**config.mk**
```make
export PLATFORM = sky130hd
export DESIGN_NAME = block_bitmap_allocator_flat
export DESIGN_NICKNAME = d
export VERILOG_FILES = /design/src/sv/bba_pkg.sv /design/src/sv/bba_in_if.sv /design/src/sv/bba_out_if.sv /design/src/sv/bba_front.sv /design/src/sv/bba_cmd_fifo.sv /design/src/sv/bba_back.sv /design/src/sv/block_bitmap_allocator.sv /design/src/flat_wrapper.sv
export VERILOG_INCLUDE_DIRS = /design/src /design/src/sv
export SDC_FILE = /design/constraint.sdc
export NUM_CORES = 1
export LEC_CHECK = 0
export CAP_MARGIN = 0
export CORE_MARGIN = 5
export CORE_UTILIZATION = 30
export CTS_BUF_LIST = sky130_fd_sc_hd__clkbuf_2 sky130_fd_sc_hd__clkbuf_4 sky130_fd_sc_hd__clkbuf_8
export CTS_CLUSTER_DIAMETER = 40
export DETAILED_ROUTE_END_ITERATION = 16
export DONT_BUFFER_PORTS = 1
export HOLD_SLACK_MARGIN = 0.05
export SKIP_CTS_REPAIR_TIMING = 1
export SYNTH_ARGS = -nofsm -noshare
export SYNTH_HDL_FRONTEND = slang
export SYNTH_SLANG_ARGS = --single-unit
```
**constraint.sdc**
```tcl
create_clock -name clk -period 10.9 [get_ports clk]
set_input_delay 1.635 -clock clk [delete_from_list [all_inputs] [get_ports clk]]
set_output_delay 1.635 -clock clk [all_outputs]
set_load 0.01 [all_outputs]
```
**src/sv/block_bitmap_allocator_assert.svh**
```systemverilog
// ----------------------------------------------------------------------------
// Block bitmap allocator assertion macros
// Concurrent checks, clocked on the rising edge and disabled during reset.
// ----------------------------------------------------------------------------
`ifndef BLOCK_BITMAP_ALLOCATOR_ASSERT_SVH
`define BLOCK_BITMAP_ALLOCATOR_ASSERT_SVH

// Same-cycle implication.
`define BBA_ASSERT_IMP(lbl, clk, rst_n, ante, cons, msg) \
	lbl: assert property (@(posedge clk) disable iff (!rst_n) (ante) |-> (cons)) \
		else $error(msg);

// Next-cycle implication.
`define BBA_ASSERT_NXT(lbl, clk, rst_n, ante, cons, msg) \
	lbl: assert property (@(posedge clk) disable iff (!rst_n) (ante) |=> (cons)) \
		else $error(msg);

`endif

```
**src/sv/bba_pkg.sv**
```systemverilog
`timescale 1ns / 1ps
// ----------------------------------------------------------------------------
// bba_pkg
// Shared constants, codes and the command type of the block bitmap allocator.
// ----------------------------------------------------------------------------
package bba_pkg;

	localparam int NUM_BLOCKS       = 32;
	localparam int FIRST_DATA_BLOCK = 3;
	localparam int MAX_RESULTS      = 32;

	localparam int OP_W   = 2;
	localparam int CNT_FW = 6;   // request_count field
	localparam int BLK_W  = 6;   // block number fields
	localparam int STAT_W = 2;

	localparam int IDX_W  = (NUM_BLOCKS > 1) ? $clog2(NUM_BLOCKS) : 1;
	localparam int CNT_W  = IDX_W + 1;
	localparam int CALC_W = 8;   // room for block numbers, counts and offsets

	localparam logic [IDX_W-1:0]  LAST_IDX = IDX_W'(NUM_BLOCKS - 1);
	localparam logic [CALC_W-1:0] FDB_C    = CALC_W'(FIRST_DATA_BLOCK);
	localparam logic [CALC_W-1:0] NUMB_C   = CALC_W'(NUM_BLOCKS);
	localparam logic [CALC_W-1:0] MAXR_C   = CALC_W'(MAX_RESULTS);

	localparam int FIFO_DEPTH = 2;
	localparam int FPTR_W     = $clog2(FIFO_DEPTH);

	localparam logic [OP_W-1:0] OP_FIND_SCAT = 2'd0;
	localparam logic [OP_W-1:0] OP_FIND_CONT = 2'd1;
	localparam logic [OP_W-1:0] OP_MARK      = 2'd2;

	localparam logic [STAT_W-1:0] STAT_OK        = 2'd0;
	localparam logic [STAT_W-1:0] STAT_NOT_FOUND = 2'd1;
	localparam logic [STAT_W-1:0] STAT_BAD_RANGE = 2'd2;

	typedef enum logic [1:0] {
		CMD_FIND,
		CMD_MARK,
		CMD_REJECT
	} cmd_kind_t;

	typedef struct packed {
		cmd_kind_t         kind;
		logic              contig;
		logic              count_ok;
		logic [CNT_FW-1:0] count;
		logic [IDX_W-1:0]  lo;
		logic [IDX_W-1:0]  hi;
		logic              mark_value;
	} cmd_t;

endpackage

```
**src/sv/bba_in_if.sv**
```systemverilog
`timescale 1ns / 1ps
// ----------------------------------------------------------------------------
// bba_in_if
// Request channel: valid/ready handshake with the request word.
// ----------------------------------------------------------------------------
interface bba_in_if;
	logic       valid;
	logic       ready;
	logic [1:0] op;
	logic [5:0] request_count;
	logic [5:0] first_block;
	logic [5:0] last_block;
	logic       mark_value;

	modport source (
		output valid, op, request_count, first_block, last_block, mark_value,
		input  ready
	);
	modport sink (
		input  valid, op, request_count, first_block, last_block, mark_value,
		output ready
	);
endinterface

```
**src/sv/bba_out_if.sv**
```systemverilog
`timescale 1ns / 1ps
// ----------------------------------------------------------------------------
// bba_out_if
// Result channel: valid/ready handshake with the result word.
// ----------------------------------------------------------------------------
interface bba_out_if;
	logic       valid;
	logic       ready;
	logic [5:0] block_number;
	logic [1:0] status;
	logic       compacted;
	logic       last_of_run;

	modport source (
		output valid, block_number, status, compacted, last_of_run,
		input  ready
	);
	modport sink (
		input  valid, block_number, status, compacted, last_of_run,
		output ready
	);
endinterface

```
**src/sv/bba_front.sv**
```systemverilog
`timescale 1ns / 1ps
// ----------------------------------------------------------------------------
// bba_front
// Takes request words, decodes op and range checks, registers a command.
// ----------------------------------------------------------------------------
module bba_front
	import bba_pkg::*;
(
	input  logic          clk,
	input  logic          arst_n,
	bba_in_if.sink        req,
	output logic          cmd_valid,
	input  logic          cmd_ready,
	output cmd_t          cmd
);

	cmd_t                cmd_d;
	cmd_t                cmd_s1;
	logic                valid_s1;
	logic [CALC_W-1:0]   first_w;
	logic [CALC_W-1:0]   last_w;
	logic [CALC_W-1:0]   lo_w;
	logic [CALC_W-1:0]   hi_w;
	logic [CALC_W-1:0]   cnt_w;
	logic                range_ok;

	assign first_w = CALC_W'(req.first_block);
	assign last_w  = CALC_W'(req.last_block);
	assign lo_w    = first_w - FDB_C;
	assign hi_w    = last_w - FDB_C;
	assign cnt_w   = CALC_W'(req.request_count);

	assign range_ok = (first_w >= FDB_C) && (last_w >= FDB_C) && (first_w <= last_w)
		&& (hi_w < NUMB_C);

	always_comb begin
		cmd_d            = '0;
		cmd_d.count      = req.request_count;
		cmd_d.count_ok   = (cnt_w != '0) && (cnt_w <= MAXR_C);
		cmd_d.lo         = lo_w[IDX_W-1:0];
		cmd_d.hi         = hi_w[IDX_W-1:0];
		cmd_d.mark_value = req.mark_value;
		case (req.op)
			OP_FIND_SCAT, OP_FIND_CONT: begin
				cmd_d.kind   = CMD_FIND;
				cmd_d.contig = (req.op == OP_FIND_CONT);
			end
			OP_MARK: begin
				cmd_d.kind = range_ok ? CMD_MARK : CMD_REJECT;
			end
			default: begin
				cmd_d.kind = CMD_REJECT;
			end
		endcase
	end

	assign req.ready = !valid_s1 || cmd_ready;
	assign cmd_valid = valid_s1;
	assign cmd       = cmd_s1;

	always_ff @(posedge clk or negedge arst_n) begin
		if (!arst_n) begin
			valid_s1 <= 1'b0;
		end else if (req.ready) begin
			valid_s1 <= req.valid;
		end
	end

	always_ff @(posedge clk) begin
		if (req.ready && req.valid) begin
			cmd_s1 <= cmd_d;
		end
	end

endmodule

```
**src/sv/bba_cmd_fifo.sv**
```systemverilog
`timescale 1ns / 1ps
// ----------------------------------------------------------------------------
// bba_cmd_fifo
// Short command queue between the decode front and the scan back end.
// ----------------------------------------------------------------------------
module bba_cmd_fifo
	import bba_pkg::*;
(
	input  logic clk,
	input  logic arst_n,
	input  logic push_valid,
	output logic push_ready,
	input  cmd_t push_data,
	output logic pop_valid,
	input  logic pop_ready,
	output cmd_t pop_data
);

	cmd_t              entry_q [FIFO_DEPTH];
	logic [FPTR_W-1:0] wr_ptr_q;
	logic [FPTR_W-1:0] rd_ptr_q;
	logic [FPTR_W:0]   count_q;
	logic              do_push;
	logic              do_pop;

	assign push_ready = (count_q != (FPTR_W + 1)'(FIFO_DEPTH));
	assign pop_valid  = (count_q != '0);
	assign pop_data   = entry_q[rd_ptr_q];
	assign do_push    = push_valid && push_ready;
	assign do_pop     = pop_valid && pop_ready;

	always_ff @(posedge clk or negedge arst_n) begin
		if (!arst_n) begin
			wr_ptr_q <= '0;
			rd_ptr_q <= '0;
			count_q  <= '0;
		end else begin
			if (do_push) begin
				wr_ptr_q <= (wr_ptr_q == FPTR_W'(FIFO_DEPTH - 1)) ? '0 : wr_ptr_q + 1'b1;
			end
			if (do_pop) begin
				rd_ptr_q <= (rd_ptr_q == FPTR_W'(FIFO_DEPTH - 1)) ? '0 : rd_ptr_q + 1'b1;
			end
			case ({do_push, do_pop})
				2'b10:   count_q <= count_q + 1'b1;
				2'b01:   count_q <= count_q - 1'b1;
				default: count_q <= count_q;
			endcase
		end
	end

	always_ff @(posedge clk) begin
		if (do_push) begin
			entry_q[wr_ptr_q] <= push_data;
		end
	end

endmodule

```
**src/sv/bba_back.sv**
```systemverilog
`timescale 1ns / 1ps
`include "block_bitmap_allocator_assert.svh"
// ----------------------------------------------------------------------------
// bba_back
// Holds the occupied map, runs the bit-serial search, compaction and marking,
// and drives the result register.
// ----------------------------------------------------------------------------
module bba_back
	import bba_pkg::*;
(
	input  logic     clk,
	input  logic     arst_n,
	input  logic     cmd_valid,
	output logic     cmd_ready,
	input  cmd_t     cmd,
	bba_out_if.source rsp
);

	typedef enum logic [1:0] {
		ST_IDLE,
		ST_SCAN,
		ST_EMIT,
		ST_RESP
	} state_t;

	state_t              state_q;
	cmd_t                cmd_q;
	logic [NUM_BLOCKS-1:0] map_q;
	logic [IDX_W-1:0]    idx_q;
	logic [IDX_W-1:0]    end_q;
	logic [IDX_W-1:0]    emit_idx_q;
	logic [CNT_W-1:0]    cnt_q;
	logic [CNT_W-1:0]    k_q;
	logic                gap_q;
	logic                prev_free_q;
	logic                retried_q;
	logic                comp_q;
	logic [STAT_W-1:0]   resp_status_q;

	logic                out_valid_q;
	logic [BLK_W-1:0]    out_block_q;
	logic [STAT_W-1:0]   out_status_q;
	logic                out_comp_q;
	logic                out_last_q;

	logic                slot_free;
	logic                out_load;
	logic                bit_occ;
	logic [CNT_W-1:0]    cnt_nx;
	logic [CNT_W-1:0]    k_nx;
	logic                gap_nx;
	logic                hit;
	logic [CALC_W-1:0]   run_start;
	logic [CALC_W-1:0]   emit_blk;
	logic                emit_free;
	logic [NUM_BLOCKS-1:0] mark_map;
	logic [NUM_BLOCKS-1:0] packed_map;

	assign slot_free = !out_valid_q || rsp.ready;
	assign cmd_ready = (state_q == ST_IDLE);

	// result register takes a new word this cycle
	assign out_load = slot_free
		&& (((state_q == ST_EMIT) && emit_free) || (state_q == ST_RESP));

	// One map bit per scan cycle.
	assign bit_occ = map_q[idx_q];
	assign cnt_nx  = bit_occ ? (cmd_q.contig ? '0 : cnt_q) : cnt_q + 1'b1;
	assign k_nx    = k_q + CNT_W'(bit_occ);
	assign gap_nx  = gap_q || (bit_occ && prev_free_q);
	assign hit     = !bit_occ && cmd_q.count_ok
		&& (CALC_W'(cnt_nx) == CALC_W'(cmd_q.count));
	assign run_start = CALC_W'(idx_q) + 1'b1 - CALC_W'(cmd_q.count);

	assign emit_free = !map_q[emit_idx_q];
	assign emit_blk  = CALC_W'(emit_idx_q) + FDB_C;

	always_comb begin
		for (int i = 0; i < NUM_BLOCKS; i++) begin
			mark_map[i]   = ((CALC_W'(i) >= CALC_W'(cmd.lo)) && (CALC_W'(i) <= CALC_W'(cmd.hi)))
				? cmd.mark_value : map_q[i];
			packed_map[i] = (CALC_W'(i) < CALC_W'(k_nx));
		end
	end

	always_ff @(posedge clk or negedge arst_n) begin
		if (!arst_n) begin
			state_q       <= ST_IDLE;
			cmd_q         <= '0;
			map_q         <= '0;
			idx_q         <= '0;
			end_q         <= '0;
			emit_idx_q    <= '0;
			cnt_q         <= '0;
			k_q           <= '0;
			gap_q         <= 1'b0;
			prev_free_q   <= 1'b0;
			retried_q     <= 1'b0;
			comp_q        <= 1'b0;
			resp_status_q <= STAT_OK;
			out_valid_q   <= 1'b0;
			out_block_q   <= '0;
			out_status_q  <= STAT_OK;
			out_comp_q    <= 1'b0;
			out_last_q    <= 1'b0;
		end else begin
			if (rsp.ready && !out_load) begin
				out_valid_q <= 1'b0;
			end
			case (state_q)
				ST_IDLE: begin
					if (cmd_valid) begin
						cmd_q       <= cmd;
						comp_q      <= 1'b0;
						retried_q   <= 1'b0;
						idx_q       <= '0;
						cnt_q       <= '0;
						k_q         <= '0;
						gap_q       <= 1'b0;
						prev_free_q <= 1'b0;
						case (cmd.kind)
							CMD_FIND: begin
								state_q <= ST_SCAN;
							end
							CMD_MARK: begin
								map_q         <= mark_map;
								resp_status_q <= STAT_OK;
								state_q       <= ST_RESP;
							end
							default: begin
								resp_status_q <= STAT_BAD_RANGE;
								state_q       <= ST_RESP;
							end
						endcase
					end
				end
				ST_SCAN: begin
					if (hit) begin
						end_q      <= idx_q;
						emit_idx_q <= cmd_q.contig ? run_start[IDX_W-1:0] : '0;
						state_q    <= ST_EMIT;
					end else if (idx_q == LAST_IDX) begin
						if (cmd_q.contig && !retried_q) begin
							// Retry once, after packing if the map had a hole.
							retried_q   <= 1'b1;
							idx_q       <= '0;
							cnt_q       <= '0;
							k_q         <= '0;
							gap_q       <= 1'b0;
							prev_free_q <= 1'b0;
							if (gap_nx) begin
								map_q  <= packed_map;
								comp_q <= 1'b1;
							end
						end else begin
							resp_status_q <= STAT_NOT_FOUND;
							state_q       <= ST_RESP;
						end
					end else begin
						prev_free_q <= !bit_occ;
						cnt_q       <= cnt_nx;
						k_q         <= k_nx;
						gap_q       <= gap_nx;
						idx_q       <= idx_q + 1'b1;
					end
				end
				ST_EMIT: begin
					if (!emit_free) begin
						emit_idx_q <= emit_idx_q + 1'b1;
					end else if (slot_free) begin
						out_valid_q  <= 1'b1;
						out_block_q  <= emit_blk[BLK_W-1:0];
						out_status_q <= STAT_OK;
						out_comp_q   <= comp_q;
						out_last_q   <= (emit_idx_q == end_q);
						if (emit_idx_q == end_q) begin
							state_q <= ST_IDLE;
						end else begin
							emit_idx_q <= emit_idx_q + 1'b1;
						end
					end
				end
				ST_RESP: begin
					if (slot_free) begin
						out_valid_q  <= 1'b1;
						out_block_q  <= '0;
						out_status_q <= resp_status_q;
						out_comp_q   <= comp_q;
						out_last_q   <= 1'b1;
						state_q      <= ST_IDLE;
					end
				end
				default: begin
					state_q <= ST_IDLE;
				end
			endcase
		end
	end

	assign rsp.valid        = out_valid_q;
	assign rsp.block_number = out_block_q;
	assign rsp.status       = out_status_q;
	assign rsp.compacted    = out_comp_q;
	assign rsp.last_of_run  = out_last_q;

	`BBA_ASSERT_NXT(a_map_hold_emit, clk, arst_n, (state_q == ST_EMIT) || (state_q == ST_RESP), $stable(map_q), "map changed while emitting")
	`BBA_ASSERT_IMP(a_emit_in_run, clk, arst_n, state_q == ST_EMIT, emit_idx_q <= end_q, "emit index ran past end of run")
	`BBA_ASSERT_IMP(a_comp_contig, clk, arst_n, comp_q && (state_q != ST_IDLE), cmd_q.contig && retried_q, "compaction flag without contiguous retry")

endmodule

```
**src/sv/block_bitmap_allocator.sv**
```systemverilog
`timescale 1ns / 1ps
// ----------------------------------------------------------------------------
// block_bitmap_allocator
// First-fit allocator over a bitmap of data blocks, with contiguous search
// and compaction retry.
// ----------------------------------------------------------------------------
// Keeps one occupied bit for each of NUM_BLOCKS data blocks, numbered from
// FIRST_DATA_BLOCK. A find (scattered or contiguous) answers with the block
// numbers in ascending order, last_of_run on the final word, or one word with
// status "not found"; a contiguous find that misses packs all occupied bits to
// the bottom (compacted set when bits actually moved) and searches once more.
// A mark writes a block range and answers one status word. The back end
// scans the map one bit per cycle, up to NUM_BLOCKS bits per pass and two
// passes for a contiguous retry, then walks map entries while emitting
// (from block zero for a scattered find, from the run start for a
// contiguous one, up to the last block handed out). Each request passes
// through the decode register and command queue before the back end.
// A two-entry command queue lets the front keep taking requests while the
// back end works, and the result register lets the next word be prepared
// while the current one waits on ready. The map resets to all free.
// ----------------------------------------------------------------------------
module block_bitmap_allocator
	import bba_pkg::*;
(
	input  logic      clk,
	input  logic      arst_n,
	bba_in_if.sink    req,
	bba_out_if.source rsp
);

	// decoded request words, front to queue
	logic f_valid;
	logic f_ready;
	cmd_t f_cmd;

	// queue to back end
	logic q_valid;
	logic q_ready;
	cmd_t q_cmd;

	bba_front u_front (
		.clk       (clk),
		.arst_n    (arst_n),
		.req       (req),
		.cmd_valid (f_valid),
		.cmd_ready (f_ready),
		.cmd       (f_cmd)
	);

	bba_cmd_fifo u_fifo (
		.clk        (clk),
		.arst_n     (arst_n),
		.push_valid (f_valid),
		.push_ready (f_ready),
		.push_data  (f_cmd),
		.pop_valid  (q_valid),
		.pop_ready  (q_ready),
		.pop_data   (q_cmd)
	);

	// search, compaction, marking and result register
	bba_back u_back (
		.clk       (clk),
		.arst_n    (arst_n),
		.cmd_valid (q_valid),
		.cmd_ready (q_ready),
		.cmd       (q_cmd),
		.rsp       (rsp)
	);

endmodule
```
**src/flat_wrapper.sv**
```systemverilog
// flat-port wrapper written by rule: the top's interface ports become plain ports
module block_bitmap_allocator_flat import bba_pkg::*;
  (clk, arst_n, req_valid, req_op, req_request_count, req_first_block, req_last_block, req_mark_value, req_ready, rsp_valid, rsp_block_number, rsp_status, rsp_compacted, rsp_last_of_run, rsp_ready);
  bba_in_if req_i ();
  bba_out_if rsp_i ();
  input  logic clk;
  input  logic arst_n;
  input wire logic [$bits(req_i.valid)-1:0] req_valid;
  input wire logic [$bits(req_i.op)-1:0] req_op;
  input wire logic [$bits(req_i.request_count)-1:0] req_request_count;
  input wire logic [$bits(req_i.first_block)-1:0] req_first_block;
  input wire logic [$bits(req_i.last_block)-1:0] req_last_block;
  input wire logic [$bits(req_i.mark_value)-1:0] req_mark_value;
  output wire logic [$bits(req_i.ready)-1:0] req_ready;
  output wire logic [$bits(rsp_i.valid)-1:0] rsp_valid;
  output wire logic [$bits(rsp_i.block_number)-1:0] rsp_block_number;
  output wire logic [$bits(rsp_i.status)-1:0] rsp_status;
  output wire logic [$bits(rsp_i.compacted)-1:0] rsp_compacted;
  output wire logic [$bits(rsp_i.last_of_run)-1:0] rsp_last_of_run;
  input wire logic [$bits(rsp_i.ready)-1:0] rsp_ready;
  assign req_i.valid = req_valid;
  assign req_i.op = req_op;
  assign req_i.request_count = req_request_count;
  assign req_i.first_block = req_first_block;
  assign req_i.last_block = req_last_block;
  assign req_i.mark_value = req_mark_value;
  assign req_ready = req_i.ready;
  assign rsp_valid = rsp_i.valid;
  assign rsp_block_number = rsp_i.block_number;
  assign rsp_status = rsp_i.status;
  assign rsp_compacted = rsp_i.compacted;
  assign rsp_last_of_run = rsp_i.last_of_run;
  assign rsp_i.ready = rsp_ready;
  block_bitmap_allocator u_core (.clk(clk), .arst_n(arst_n), .req(req_i), .rsp(rsp_i));
endmodule
```
Word level (Yosys, flattened, before mapping)
Memory sizes are Yosys's and may differ from the RTL's.
Index checks and enable logic that the tools add are counted.
- register bits after elaboration: 112
- bits in writable memories: 42
- input bits: 25
- output and inout port bits: 12
- logic and storage cells: 467
- memories: 1
- add/subtract/negate cells: 13
- $lt $le $gt $ge: 101
- eq/ne operators: 62
- multiplexer cells: 122
- reductions and logical operators: 106
- memory list (memory ; words ; width ; rd ports ; clocked after Yosys merged registers in ; wr ports ; RTL line ; source):
    u_core.u_fifo.entry_q ; 2 ; 21 ; 1 ; 0 ; 1 ; bba_cmd_fifo.sv:19 ; cmd_t entry_q [FIFO_DEPTH];
- operators by type and width (kind ; count):
    $reduce_and A8 Y1 ; 32
    $mux W32 ; 6
    $lt A5 B6 Y1 const A ; 16
    $ne A2 B2 Y1 const B ; 45
    $le A5 B5 Y1 const A ; 16
    $ge A5 B5 Y1 const A ; 15
    $mux W6 ; 11
    $pmux W32 S2 ; 1
    $mux W1 ; 59
    $lt A4 B6 Y1 const A ; 8
    $mux W5 ; 9
    $logic_and A1 B1 Y1 ; 44
    $ge A4 B5 Y1 const A ; 8
    $le A4 B5 Y1 const A ; 8
    $pmux W6 S2 ; 3
    $mux W2 ; 16
    $lt A3 B6 Y1 const A ; 4
    $ge A3 B5 Y1 const A ; 4
    $le A3 B5 Y1 const A ; 4
    $pmux W2 S2 ; 5
    $pmux W5 S2 ; 2
    $add A5 B1 Y5 const B ; 3
    $pmux W1 S2 ; 7
    $ge A6 B2 Y1 const B ; 2
    40 further kinds ; 76

Logic depth before layout (Yosys ltp)
Gate-level depths: netlist (run 1).
- depth in word-level cells: 12
- mapped depth: 18
- gate-level depth less buffers: 15

By module
A second synthesis (run 1) with hierarchy kept.
- cell total of the unflattened synthesis: 843
- area, all modules: 8809.7 µm²
- modules (own cells, without submodules) (module ; instances ; cells an instance ; area each (µm²) ; seq. area each (µm²)):
    bba_back ; 1 ; 685 ; 6068.3 ; 2152.1
    bba_cmd_fifo ; 1 ; 82 ; 1707.9 ; 1361.3
    bba_front ; 1 ; 76 ; 1033.5 ; 655.6

Worst setup path before layout (run 1)
No wires, ideal clock.
- path type: register to register
- from: register u_core.u_back.idx_q[1]
- to: register u_core.u_back.map_q[2]
- library setup time: 0.127 ns
- data arrival time: 3.751 ns
- data required time: 10.773 ns
- slack: 7.021 ns
- stages on the path, launching flop included: 19
- path buffers: 3
- period minus slack after synthesis: 3.879 ns
- path through: dfrtp_1 > buf_4 > buf_4 > mux2i_1 > nand3_1 > nand3_1 > nand2_1 > or2_2 > clkbuf_1 > ha_1 > ha_1 > nand3_1 > xor2_1 > and2_1 > nand2_1 > a21oi_1 > a21boi_0 > o21ai_0 > mux2_1
- word-level cells in the longest chain between the ends: 9
- elaborated cells between the ends (all ways): 21
- those cells by class: 1 x add/sub; 1 x order compare; 5 x eq/ne; 8 x mux; 6 x reduce/logical
- ends and longest elaborated chain (element ; RTL line ; source):
    from (decl) ; bba_back.sv:29 ; logic [IDX_W-1:0] idx_q;
    from (signal assigned) ; bba_back.sv:164 ; idx_q <= idx_q + 1'b1;
    $bmux W1 S5 ; bba_back.sv:67 ; assign bit_occ = map_q[idx_q];
    $mux W1 (not written as such) ; bba_back.sv:67 ;
    $add A6 B1 Y6 ; bba_back.sv:69 ; assign k_nx = k_q + CNT_W'(bit_occ);
    $lt A2 B6 Y1 ; bba_back.sv:82 ; packed_map[i] = (CALC_W'(i) < CALC_W'(k_nx));
    $mux W32 ; bba_back.sv:151 ; if (gap_nx) begin
    $mux W32 ; bba_back.sv:143 ; if (cmd_q.contig && !retried_q) begin
    $mux W32 ; bba_back.sv:142 ; end else if (idx_q == LAST_IDX) begin
    $mux W32 ; bba_back.sv:138 ; if (hit) begin
    $pmux W32 S2 ; bba_back.sv:110 ; case (state_q)
    to (signal assigned) ; bba_back.sv:126 ; map_q <= mark_map;
    to (signal assigned) ; bba_back.sv:152 ; map_q <= packed_map;
    to (decl) ; bba_back.sv:28 ; logic [NUM_BLOCKS-1:0] map_q;
Parallel ways exist; a longest one is shown, timed or not. The select of a mux whose other input is x is not followed.
A chain may end at the register's enable or synchronous reset.

Worst setup path after layout (run 1)
Ends and elaborated chain as after synthesis.

==> results, run 1 <==
- The required time at the endpoint of the critical path is between 10 and 15 ns.
- The maximum level of the CTS H-tree is 4.
- The first global-routing pass estimated between 30000 and 40000 um of wire.
- The total power density per cell area is 301 nW/um^2.
- The origin of the worst setup path is u_core.u_back.idx_q[1].
- After floorplanning, the core was sized to cover 28500 um^2.
- The buffer cell driving the clock tree root is clkbuf_8.
- The launch point of the worst hold path is u_core.u_front.cmd[6].
- The number of fillers in the final layout is slightly below 3000.
- The number of distinct standard cells referenced by the synthesized netlist is 69.
- The post-detailed-route DRC marker count is 0.
- STA classifies the critical path endpoint as a flop.
- STA classifies the critical path startpoint as a flop.
- The area of the multi-input gates is 4140 um^2.
- In this run the critical register-to-register path is captured at u_core.u_back.map_q[2].
- The worst slew margin relative to its limit is 0.284.
- The number of pins with negative max-slew slack in the final report is 0.
- Walking the worst path, the cells encountered are mux2i_1, a22oi_1, nand3_1, nand2_1, or2_2, ha_1, ha_1, nand3_1, xor2_1, and2_1, nand2_1, a21oi_1, a21boi_0, o21ai_0, mux2_1.
- The total length of routed met3 wires is 1330 um.
- The number of flops mapped to enable cells by yosys is between 60 and 70.
- The main flop type after synthesis is dfrtp_1.
- The number of nets still failing antenna checks after routing is 0.
- The number of stages on the worst hold path is 0.
- The final period demand of the worst path is 4.56 ns.
- Data on the critical path arrives at its endpoint at just under 5 ns.
- The slowest cell on the critical path is dfrtp_1.
- The final global-route overflow total is 0.
- The weighted congestion reported at the end of routability-driven placement is a little under 0.9.
- TritonCTS built the clock tree.
- The estimated wirelength of the detail-placed design is 14900 um.
- The worst min-delay path endpoint is u_core.u_fifo.entry_q[0][6].
- The length of routed wiring on met1 is 9430 um.
- The iteration-0 DRC count of the detailed router is 568.
- The register area is ~4200 um^2.
- From left edge to right edge, the die measures 180 um.
- The delay of the slowest cell on the worst path is 0.95 ns.
- The fraction of post-synthesis cell area in the top cell type by area is 0.264.
- The critical path contains buffers and inverters numbering 0 combined.
- The class of the worst hold path is reg2reg.
- Of all flip-flops after synthesis, the portion carrying an async set or reset was 0.591.
- The worst setup skew after layout is 0.0292 ns.
- The die is 180 um tall.
- The cell count after synthesis came out at 840.
- Counting the buffers created by CTS gives 17.
- Dividing the detail-routed wire length by the instance count gives 16.5 um.
- The number of nets in the synthesized netlist is 894.
- Setup violations remaining at the end of the flow were counted as 0.
- The floorplan step defined a die boundary enclosing 32300 um^2.
- The via count of the first global-routing pass is 6303.
- The run finished with clean final reports.
- The number of placement rows is 62.
- The count of TritonRoute iterations in the first routing pass is 5.
- 37 I/O pins were placed.
- The synthesized cell area is between 8000 and 9000 um^2.
- The total of warnings raised by yosys is 0.
- The cell type with the highest aggregate area in the netlist is dfrtp_1.
- After synthesis the netlist holds a flip-flop and latch count of 154.
- The aggregate negative setup slack is 0 ns.
- For this run, the register share of the synthesized area comes to 0.483.
- The antenna diode instance count is 0.
- The number of buffers inserted by port buffering is 0.
- The later-pin clock latency in the skew report is about 0.46 ns.
- The worst-case hold slack is 0.446 ns.
- The total track usage is 0.126.
- The worst flop-to-flop path startpoint is u_core.u_back.idx_q[1].
- The kind of cell adding the most delay to the critical path is simple AND/OR/NAND/NOR gates.
- At the pin with the least slew margin, the transition time is approximately 1.1 ns.
- The maximum root-to-sink buffer count is 2.
- CTS saw 154 sinks.
- The aggregate routed wire length is 20100 um.
- The number of nets in the final layout is 877.
- The mean cell area of the mapped netlist is between 10 and 15 um^2.
- The final number of hold-violating endpoints is 0.
- For this configuration, the core starts out at a cell density of 0.303.
- Clock-pin slew was measured on the worst setup and hold paths at about 0.10 ns.
- The sum of internal, switching and leakage power is 2.83 mW.
- Along the worst path, the maximum fanout reaches 19.
- Across the run, the number of max-cap violations was 0.
- In the post-synthesis netlist, the biggest area contributors are dfrtp_1 26%, edfxtp_1 22%, nand2_1 4.4%.
- Wire segments on met2 add up to 8970 um in the final route.
- The final critical-path share of the clock period is 0.418.
- The largest net degree at the start of global routing is 92.
- The detailed router used layers up to and including met4.
- The category of the critical setup timing path is reg2reg.
- The fraction of final layout cells with drive strength greater than 1 is 0.0861.
- The relative area change from synthesis to final layout is 8.53%.
- Based on the critical path, the design can be clocked at up to between 0.2 and 0.25 GHz.
- The cell leakage power is 3.66 nW.
- The setup slack of the most critical reg-to-reg path is about 6.3 ns.
- The initial antenna violation count was 0.
- Counting cells, the worst reg-to-reg path comes to 15.
- The largest vdd supply drop is around 0.000095 V.
- Setup repair after global routing left no endpoint under its margin.
- The average via count per standard cell is roughly 5.2.
- Detailed routing inserted a total of 6311 vias.
## stage by stage
step / area [um^2] / setup WS [ns] / instances / util
after floorplan: 8640 / 7.02 / 840 / -
after global placement: 8950 / 6.54 / 1188 / 0.314
after detailed placement: 8950 / 6.42 / 1188 / 0.314
after CTS: 9370 / 6.41 / 1220 / 0.328
after global routing: 9370 / 5.92 / 1220 / 0.328
final: 9370 / 6.34 / 1220 / 0.328
## final cells by class
| type | instances | area share |
|---|---|---|
| sequential | 154 | 0.445 |
| multi-input combinational | 610 | 0.442 |
| tap | 384 | 0.0513 |
| clock buffer | 19 | 0.0272 |
| clock inverter | 13 | 0.0174 |
| inverter | 37 | 0.0148 |
| timing repair buffer | 3 | 0.00240 |
## power breakdown
part           total [mW]  internal [mW]  switching (mW)
clock network       0.457          0.219           0.237
registers            1.03          0.821           0.208
logic                1.34          0.521           0.819
## layout by cell type (no fill, tap or decap), types with 13 or more instances in the layout
| master | n |
|---|---|
| a31oi_1 | 20 |
| nand2_1 | 102 |
| xnor2_1 | 28 |
| mux2i_1 | 38 |
| edfxtp_1 | 63 |
| o31ai_1 | 14 |
| inv_1 | 35 |
| dfrtp_1 | 91 |
| ha_1 | 28 |
| a21oi_1 | 59 |
| clkbuf_8 | 18 |
| nor3_1 | 13 |
| nor2_1 | 50 |
| o21ai_0 | 60 |
| nand3_1 | 23 |
## registers in the layout, indices dropped and copies added, names as in the netlist, 6 cells and up
signal and cells:
u_core.u_back.cmd_q 8, u_core.u_back.cnt_q 6, u_core.u_back.k_q 6, u_core.u_back.map_q 32, u_core.u_back.rsp.block_number 6, u_core.u_fifo.entry_q 42, u_core.u_front.cmd 21
## Yosys cell counts (9+ instances only)
library cell and count:
nand2_1 102, dfrtp_1 91, edfxtp_1 63, o21ai_0 60, a21oi_1 59, nor2_1 51
mux2i_1 38, inv_1 35, ha_1 28, xnor2_1 28, nand3_1 23, clkbuf_1 22
a31oi_1 20, o31ai_1 14, nor3_1 13, nand2b_1 12, xor2_1 12, mux2_2 11
mux4_2 10, a41oi_1 9
## layer usage
metal	vias to the layer above	track usage
li1	3051	-
met1	3013	0.178
met3	28	0.0303
met4	0	0.0421
met2	219	0.191
met5	-	0
## kinds of logic after synthesis
kind of cell               count (synthesis)  synth area share
AOI/OAI and AO/OA                        231             0.171
xor gates and xnor gates                  40            0.0406
adders and majority gates                 29            0.0429
buffers and inverters                     76            0.0377
DFF                                      154             0.483
muxes                                     67            0.0952
and+or+nand+nor                          243             0.130
## worst max path at each step
| stage | slack (ns) | cells after the start | endpoint |
|---|---|---|---|
| 6_report | 6.34 | 15 | u_core.u_back.map_q[2] |
| 5_1_grt | 5.92 | 15 | u_core.u_back.map_q[2] |
| 3_3_place_gp | 6.54 | 15 | u_core.u_back.map_q[2] |
| 3_5_place_dp | 6.42 | 15 | u_core.u_back.map_q[2] |
| 4_1_cts | 6.41 | 15 | u_core.u_back.map_q[2] |
| 2_1_floorplan | 7.02 | 18 | u_core.u_back.map_q[2] |
Power figures use the tool's default switching activity.
==> run 2: changes to the inputs <==
--- a/config.mk
+++ b/config.mk
@@ -6,6 +6,7 @@
 export SDC_FILE = /design/constraint.sdc
 export NUM_CORES = 1
 export LEC_CHECK = 0
+export ABC_AREA = 1
 export CAP_MARGIN = 0
 export CORE_MARGIN = 5
 export CORE_UTILIZATION = 30
==> constraint.sdc (replaced) <==
create_clock -name clk -period 4.6 [get_ports clk]
set_input_delay 0.69 -clock clk [delete_from_list [all_inputs] [get_ports clk]]
set_output_delay 0.69 -clock clk [all_outputs]
set_load 0.01 [all_outputs]
==> results, run 2 <==
- Outcome: completed (unchanged).
- The maximum root-to-sink buffer count is 2 (unchanged).
- The setup slack after placement is 0.564 ns (was 6.42 ns).
- The cell leakage power is 4.33 nW (was 3.66 nW).
- The weighted congestion reported at the end of routability-driven placement is 0.920 (was 0.880).
- The post-synthesis register bit count is 154 (unchanged).
- The worst slew margin relative to its limit came to 0.320 (was 0.284).
- The fraction of power consumed by sequential logic is 0.316 (was 0.364).
- The number of setup violations in the final report was 0 (unchanged).
- The relative contribution of combinational cells to total power is 0.539 (was 0.474).
- The final global-route overflow total is 0 (unchanged).
- The number of flip-flops in the largest register is 42 (unchanged).
- The clock transition at the registers of the reported paths came to 0.10 ns (about the same).
- The final critical-path share of the clock period came to 0.891 (was 0.418).
- The origin of the worst setup path is u_core.u_back.idx_q[1] (unchanged).
- The cell type with the highest aggregate area in the netlist is dfrtp_1 (unchanged).
- The main flop type after synthesis is dfrtp_1 (unchanged).
- The largest net degree at the start of global routing is 92 (unchanged).
- The net switching component of the power came to 3.81 mW (was 1.26 mW).
- The fraction of synthesis flops using an asynchronous set or reset pin is 0.591 (unchanged).
- The TritonCTS buffer count is 17 (unchanged).
- Commonest cells post-synth: 273 x nand2_1, 109 x nor2_1, 107 x inv_1 (was 102 x nand2_1, 91 x dfrtp_1, 63 x edfxtp_1).
- The post-route non-filler standard cell count was 1531 (was 1220).
- The worst-margin pin slew is 1.02 ns (was 1.07 ns).
- The global-route wire length before repair was 39400 um (was 33700 um).
- The effective utilization at floorplan came to 0.303 (about the same).
- The uppermost layer routed was met4 (unchanged).
- The total length of routed met3 wires is 1300 um (was 1330 um).
- The core region area was 30500 um^2 (was 28500 um^2).
- The largest register by flop count was u_core.u_fifo.entry_q (unchanged).
- The launching element type of the critical path is a flop (unchanged).
- The switching fraction of total power was 0.508 (was 0.447).
- The detailed-route via count is 7621 (was 6311).
- The worst flop-to-flop path startpoint is u_core.u_back.idx_q[1] (unchanged).
- The fraction of post-synthesis cell area in the top cell type by area is 0.246 (was 0.264).
- The total track usage is 0.142 (was 0.126).
- The number of pins with negative max-slew slack in the final report came to 0 (unchanged).
- The number of flops mapped to enable cells by yosys was 63 (unchanged).
- The buffer cell driving the clock tree root is clkbuf_8 (unchanged).
- The placed standard-cell area came to 9570 um^2 (was 8950 um^2).
- The cell with the most instances after synthesis is nand2_1 (unchanged).
- The setup slack of the most critical reg-to-reg path is 0.50 ns (was 6.34 ns).
- The class of the worst hold path is in2async (was reg2reg).
- The endpoint of the worst register-to-register path is u_core.u_back.map_q[1] (was u_core.u_back.map_q[2]).
- The sum of internal, switching and leakage power came to 7.50 mW (was 2.83 mW).
- The iteration-0 DRC count of the detailed router was 578 (was 568).
- The via count of the first global-routing pass is 7244 (was 6303).
- The area of the multi-input gates is 4360 um^2 (was 4140 um^2).
- The fraction of final layout cells with drive strength greater than 1 is 0.0872 (was 0.0861).
- The design area was 10000 um^2 (was 9370 um^2).
- The number of nets in the final layout was 1176 (was 877).
- The later-pin clock latency in the skew report was 0.46 ns (about the same).
- The number of distinct standard cells referenced by the synthesized netlist is 58 (was 69).
- The number of fillers in the final layout is 3220 (was 2967).
- The number of placement rows is 64 (was 62).
- RSZ-0062 raised after global routing: no (unchanged).
- The category of the critical setup timing path is reg2reg (unchanged).
- The largest vdd supply drop is 0.000337 V (was 0.0000950 V).
- The vertical extent of the die came to 186 um (was 180 um).
- The design internal power was 3.69 mW (was 1.56 mW).
- The length of routed wiring on met1 is 11400 um (was 9430 um).
- The antenna diode instance count is 0 (unchanged).
- The total power density per cell area is 748 nW/um^2 (was 301 nW/um^2).
- The TritonCTS clock tree is done (unchanged).
- The synthesized cell area came to 9250 um^2 (was 8640 um^2).
- The worst-case setup margin in the final layout was 0.501 ns (was 6.34 ns).
- The count of TritonRoute iterations in the first routing pass is 6 (was 5).
- The cell count after synthesis is 1136 (was 840).
- The top achievable clock speed came to 0.244 GHz (was 0.219 GHz).
- The I/O pin count was 37 (unchanged).
- The average via count per standard cell was 4.98 (was 5.17).
- The timing endpoint of the critical path is u_core.u_back.map_q[1] (was u_core.u_back.map_q[2]).
- The capturing element type of the critical path is a flop (unchanged).
- The aggregate routed wire length is 24200 um (was 20100 um).
- The depth of the worst register-to-register path was 23 (was 15).
- The post-detailed-route DRC marker count is 0 (unchanged).
- The most common cell after layout, fill and taps aside is nand2_1 (unchanged).
- The estimated wirelength of the detail-placed design is 17800 um (was 14900 um).
- The final period demand of the worst path is 4.10 ns (was 4.56 ns).
- The number of nets still failing antenna checks after routing is 0 (unchanged).
- Top cells by area in the synthesized netlist: dfrtp_1 25%, edfxtp_1 20%, nand2_1 11% (was dfrtp_1 26%, edfxtp_1 22%, nand2_1 4.4%).
- The wire length per cell is 15.8 um (was 16.5 um).
- The arrival time reported for the critical path endpoint came to 4.44 ns (was 4.89 ns).
- The worst-path maximum fanout is 12 (was 19).
- The clock network fraction of total power is 0.145 (was 0.162).
- The relative area change from synthesis to final layout came to 8.36% (was 8.53%).
- The overall die area is 34400 um^2 (was 32300 um^2).
- The number of buffers inserted by port buffering is 0 (unchanged).
- The number of nets produced by synthesis was 1190 (was 894).
- Most used cells in the layout excluding fill and tap cells: 273 x nand2_1, 109 x nor2_1, 107 x inv_1 (was 102 x nand2_1, 91 x dfrtp_1, 63 x edfxtp_1).
- The total of warnings raised by yosys came to 0 (unchanged).
- The required time at the endpoint of the critical path came to 4.94 ns (was 11.23 ns).
- The final number of hold-violating endpoints is 0 (unchanged).
- The routed length on met2 came to 11100 um (was 8970 um).
- The total of max-cap violations is 0 (unchanged).
- The maximum level of the CTS H-tree is 4 (unchanged).
- The mean cell area of the mapped netlist is 8.14 um^2 (was 10.3 um^2).
- The total number of clock tree sinks is 154 (unchanged).
- The share of the core filled with cells in the final layout was 0.328 (about the same).
- The worst setup skew after layout came to 0.0187 ns (was 0.0292 ns).
- The aggregate negative setup slack came to 0 ns (unchanged).
- The proportion of synthesized chip area in sequential cells is 0.451 (was 0.483).
- The worst-case hold slack is 0.126 ns (was 0.446 ns).
- The die outline width came to 186 um (was 180 um).
- The initial antenna violation count is 0 (unchanged).
- The register area was 4170 um^2 (unchanged).
- The number of placed cells counting well taps is 1498 (was 1188).
## run 2: worst max-delay path, stage by stage, from the launching register on
cell and delay (ns):
dfrtp_1 0.65, clkinvlp_4 0.36, nand3_1 0.15, nand3_1 0.08, nand2_1 0.08, nand2_1 0.08, nand3_4 0.16, nand2_4 0.14
inv_2 0.09, ha_1 0.18, ha_1 0.19, nand3_1 0.10, xor2_1 0.18, inv_1 0.08, nor2_1 0.16, inv_1 0.09
nor2_1 0.09, inv_1 0.05, a21oi_1 0.24, inv_1 0.10, a21oi_1 0.37, o21ai_0 0.17, nand4_1 0.12, nand2_1 0.06
## run 2: logic make-up (layout without fill, tap and decap cells)
group           after synthesis  count (layout)  share of synthesized area
compound gates              188             188                      0.123
xor+xnor                     25              25                     0.0237
mux                           1               1                    0.00108
fa+ha+maj                    29              29                     0.0400
flops                       154             154                      0.451
buf+inv                     161             160                     0.0775
simple gates                578             578                      0.284
## run 2: cell type report
cell class                 instances  share of cell area
clock inverter                    15              0.0185
clock buffer                      17              0.0233
inverter                         113              0.0429
timing repair buffer              15              0.0145
tap                              396              0.0494
multi-input combinational        821               0.435
sequential                       154               0.416
## run 2: power groups by stage
stage	registers (mW)	logic, mW	clock network (mW)
after floorplan	2.18	3.19	0
after global placement	2.38	3.98	0
after detailed placement	2.40	3.97	0
after CTS	2.37	3.99	1.13
after global routing	2.42	4.54	1.19
final	2.37	4.04	1.09
## run 2: worst min path at each step
stage,from,depth (start not counted),endpoint
global route,arst_n,1,u_core.u_back.rsp.block_number[5]
detailed placement,arst_n,0,u_core.u_back.rsp.block_number[0]
finish,arst_n,1,u_core.u_back.rsp.block_number[3]
floorplan,arst_n,0,u_core.u_back.cmd_q[11]
CTS,arst_n,0,u_core.u_back.rsp.block_number[0]
global placement,arst_n,0,u_core.u_back.rsp.block_number[3]
## run 2: layer usage
metal / track usage / vias to the layer above
met2: 0.225 / 234
li1: - / 3846
met4: 0.0347 / 0
met1: 0.203 / 3515
met3: 0.0272 / 26
met5: 0 / -
==> run 3: changes to the inputs <==
==> constraint.sdc (replaced) <==
create_clock -name clk -period 4.6 [get_ports clk]
set_input_delay 0.23 -clock clk [delete_from_list [all_inputs] [get_ports clk]]
set_output_delay 0.23 -clock clk [all_outputs]
set_load 0.01 [all_outputs]
==> results, run 3 (synthesis gave the netlist of run 2 again) <==
- The top achievable clock speed is 0.244 GHz (about the same).
- The buffer cell driving the clock tree root was clkbuf_8 (unchanged).
- The aggregate negative setup slack was 0 ns (unchanged).
- The number of buffers inserted by port buffering is 0 (unchanged).
- The detailed-route via count is 7726 (was 7621).
- The total number of clock tree sinks is 154 (unchanged).
- The cell leakage power is 4.43 nW (was 4.33 nW).
- The maximum root-to-sink buffer count is 2 (unchanged).
- The clock transition at the registers of the reported paths was 0.09 ns (was 0.10 ns).
- The depth of the worst register-to-register path is 23 (unchanged).
- The endpoint of the worst register-to-register path is u_core.u_back.map_q[1] (unchanged).
- The sum of internal, switching and leakage power is 7.51 mW (was 7.50 mW).
- The number of fillers in the final layout is 3199 (was 3220).
- The arrival time reported for the critical path endpoint is 4.43 ns (was 4.44 ns).
- The worst setup skew after layout came to 0.0195 ns (was 0.0187 ns).
- The worst slew margin relative to its limit is 0.323 (was 0.320).
- The final critical-path share of the clock period is 0.889 (was 0.891).
- The area of the multi-input gates is 4360 um^2 (unchanged).
- The overall die area came to 34400 um^2 (unchanged).
- The via count of the first global-routing pass is 7244 (unchanged).
- The register area came to 4170 um^2 (unchanged).
- The capturing element type of the critical path was a flop (unchanged).
- The total of max-cap violations was 0 (unchanged).
- The worst-margin pin slew was 1.01 ns (was 1.02 ns).
- The relative area change from synthesis to final layout is 10.8% (was 8.36%).
- The wire length per cell is 15.7 um (was 15.8 um).
- The final global-route overflow total is 0 (unchanged).
- The antenna diode instance count is 0 (unchanged).
- The category of the critical setup timing path was reg2reg (unchanged).
- The required time at the endpoint of the critical path is 4.94 ns (about the same).
- The number of placement rows was 64 (unchanged).
- The most common cell after layout, fill and taps aside is nand2_1 (unchanged).
- The number of flip-flops in the largest register came to 42 (unchanged).
- The global-route wire length before repair is 39400 um (unchanged).
- The effective utilization at floorplan came to 0.303 (unchanged).
- The number of setup violations in the final report is 0 (unchanged).
- The iteration-0 DRC count of the detailed router came to 584 (was 578).
- The final number of hold-violating endpoints is 0 (unchanged).
- The initial antenna violation count was 0 (unchanged).
- The setup slack of the most critical reg-to-reg path is 0.51 ns (was 0.50 ns).
- The worst-path maximum fanout was 12 (unchanged).
- The class of the worst hold path is in2reg (was in2async).
- The number of nets in the final layout is 1199 (was 1176).
- The vertical extent of the die came to 186 um (unchanged).
- The TritonCTS clock tree is done (unchanged).
- The number of nets still failing antenna checks after routing came to 0 (unchanged).
- The average via count per standard cell is 4.97 (was 4.98).
- The total power density per cell area is 733 nW/um^2 (was 748 nW/um^2).
- The count of TritonRoute iterations in the first routing pass was 5 (was 6).
- The share of the core filled with cells in the final layout was 0.336 (was 0.328).
- The final period demand of the worst path is 4.09 ns (was 4.10 ns).
- The largest vdd supply drop is 0.000333 V (was 0.000337 V).
- The worst-case hold slack is 0.0739 ns (was 0.126 ns).
- The total track usage is 0.142 (unchanged).
- The post-detailed-route DRC marker count is 0 (unchanged).
- The worst flop-to-flop path startpoint is u_core.u_back.idx_q[1] (unchanged).
- Outcome: completed (unchanged).
- The TritonCTS buffer count is 17 (unchanged).
- The launching element type of the critical path was a flop (unchanged).
- The later-pin clock latency in the skew report is 0.46 ns (about the same).
- The largest net degree at the start of global routing is 92 (unchanged).
- The aggregate routed wire length is 24400 um (was 24200 um).
- The maximum level of the CTS H-tree came to 4 (unchanged).
- The I/O pin count was 37 (unchanged).
- The weighted congestion reported at the end of routability-driven placement came to 0.920 (unchanged).
- The largest register by flop count is u_core.u_fifo.entry_q (unchanged).
- The estimated wirelength of the detail-placed design was 17800 um (unchanged).
- The fraction of final layout cells with drive strength greater than 1 is 0.0855 (was 0.0872).
- RSZ-0062 raised after global routing: no (unchanged).
- The number of pins with negative max-slew slack in the final report is 0 (unchanged).
- The timing endpoint of the critical path is u_core.u_back.map_q[1] (unchanged).
- The origin of the worst setup path was u_core.u_back.idx_q[1] (unchanged).
- The die outline width is 186 um (unchanged).
- The core region area is 30500 um^2 (unchanged).
- Most used cells in the layout excluding fill and tap cells: 273 x nand2_1, 109 x nor2_1, 107 x inv_1 (unchanged).
run 3: worst max-delay path, stage by stage, from the launching register on:
cell and delay, ns:
dfrtp_1 0.65, clkinvlp_4 0.35, nand3_1 0.15, nand3_1 0.08, nand2_1 0.08, nand2_1 0.08
nand3_4 0.16, nand2_4 0.13, inv_2 0.09, ha_1 0.18, ha_1 0.19, nand3_1 0.10
xor2_1 0.18, inv_1 0.08, nor2_1 0.16, inv_1 0.09, nor2_1 0.09, inv_1 0.05
a21oi_1 0.24, inv_1 0.10, a21oi_1 0.38, o21ai_0 0.17, nand4_1 0.12, nand2_1 0.06
run 3: worst min-delay path by stage:
stage                               startpoint                                end  slack (ns)  cells after the start
after floorplan                         arst_n            u_core.u_back.cmd_q[11]       -0.07                      0
after global placement                  arst_n  u_core.u_back.rsp.block_number[3]       -0.06                      0
after detailed placement                arst_n  u_core.u_back.rsp.block_number[0]       -0.06                      0
after CTS                               arst_n  u_core.u_back.rsp.block_number[0]       -0.57                      0
after global routing      req_request_count[0]             u_core.u_front.cmd[17]        0.06                      3
final                     req_request_count[0]             u_core.u_front.cmd[17]        0.07                      3
run 3: metal layers:
layer | vias to the layer above | global-route usage | wire, um
li1 | 3891 | - | -
met1 | 3543 | 0.203 | 11300
met2 | 263 | 0.225 | 11300
met3 | 29 | 0.0272 | 1420
met4 | 0 | 0.0347 | 344
met5 | - | 0 | 0
run 3: area by class of cell:
class                   instances  area share
repair buffers                 38      0.0366
clock buffers                  17      0.0228
inverters                     113      0.0420
well taps                     396      0.0483
clock inverters                15      0.0181
multi-input cells             821       0.426
flip-flops and latches        154       0.407
run 3: stage by stage:
stage | cell area [um^2] | instances | setup WS [ns]
6_report | 10300 | 1554 | 0.509
3_5_place_dp | 9570 | 1498 | 0.564
5_1_grt | 10300 | 1554 | 0.000974
2_1_floorplan | 9250 | 1136 | 1.18
3_3_place_gp | 9570 | 1498 | 0.603
4_1_cts | 9990 | 1530 | 0.545
run 3: report_power, final:
part / internal (mW) / switching [mW] / leakage [nW]
combinational: 1.26 / 2.79 / 2.46
sequential: 1.93 / 0.433 / 1.76
clock: 0.505 / 0.587 / 0.211
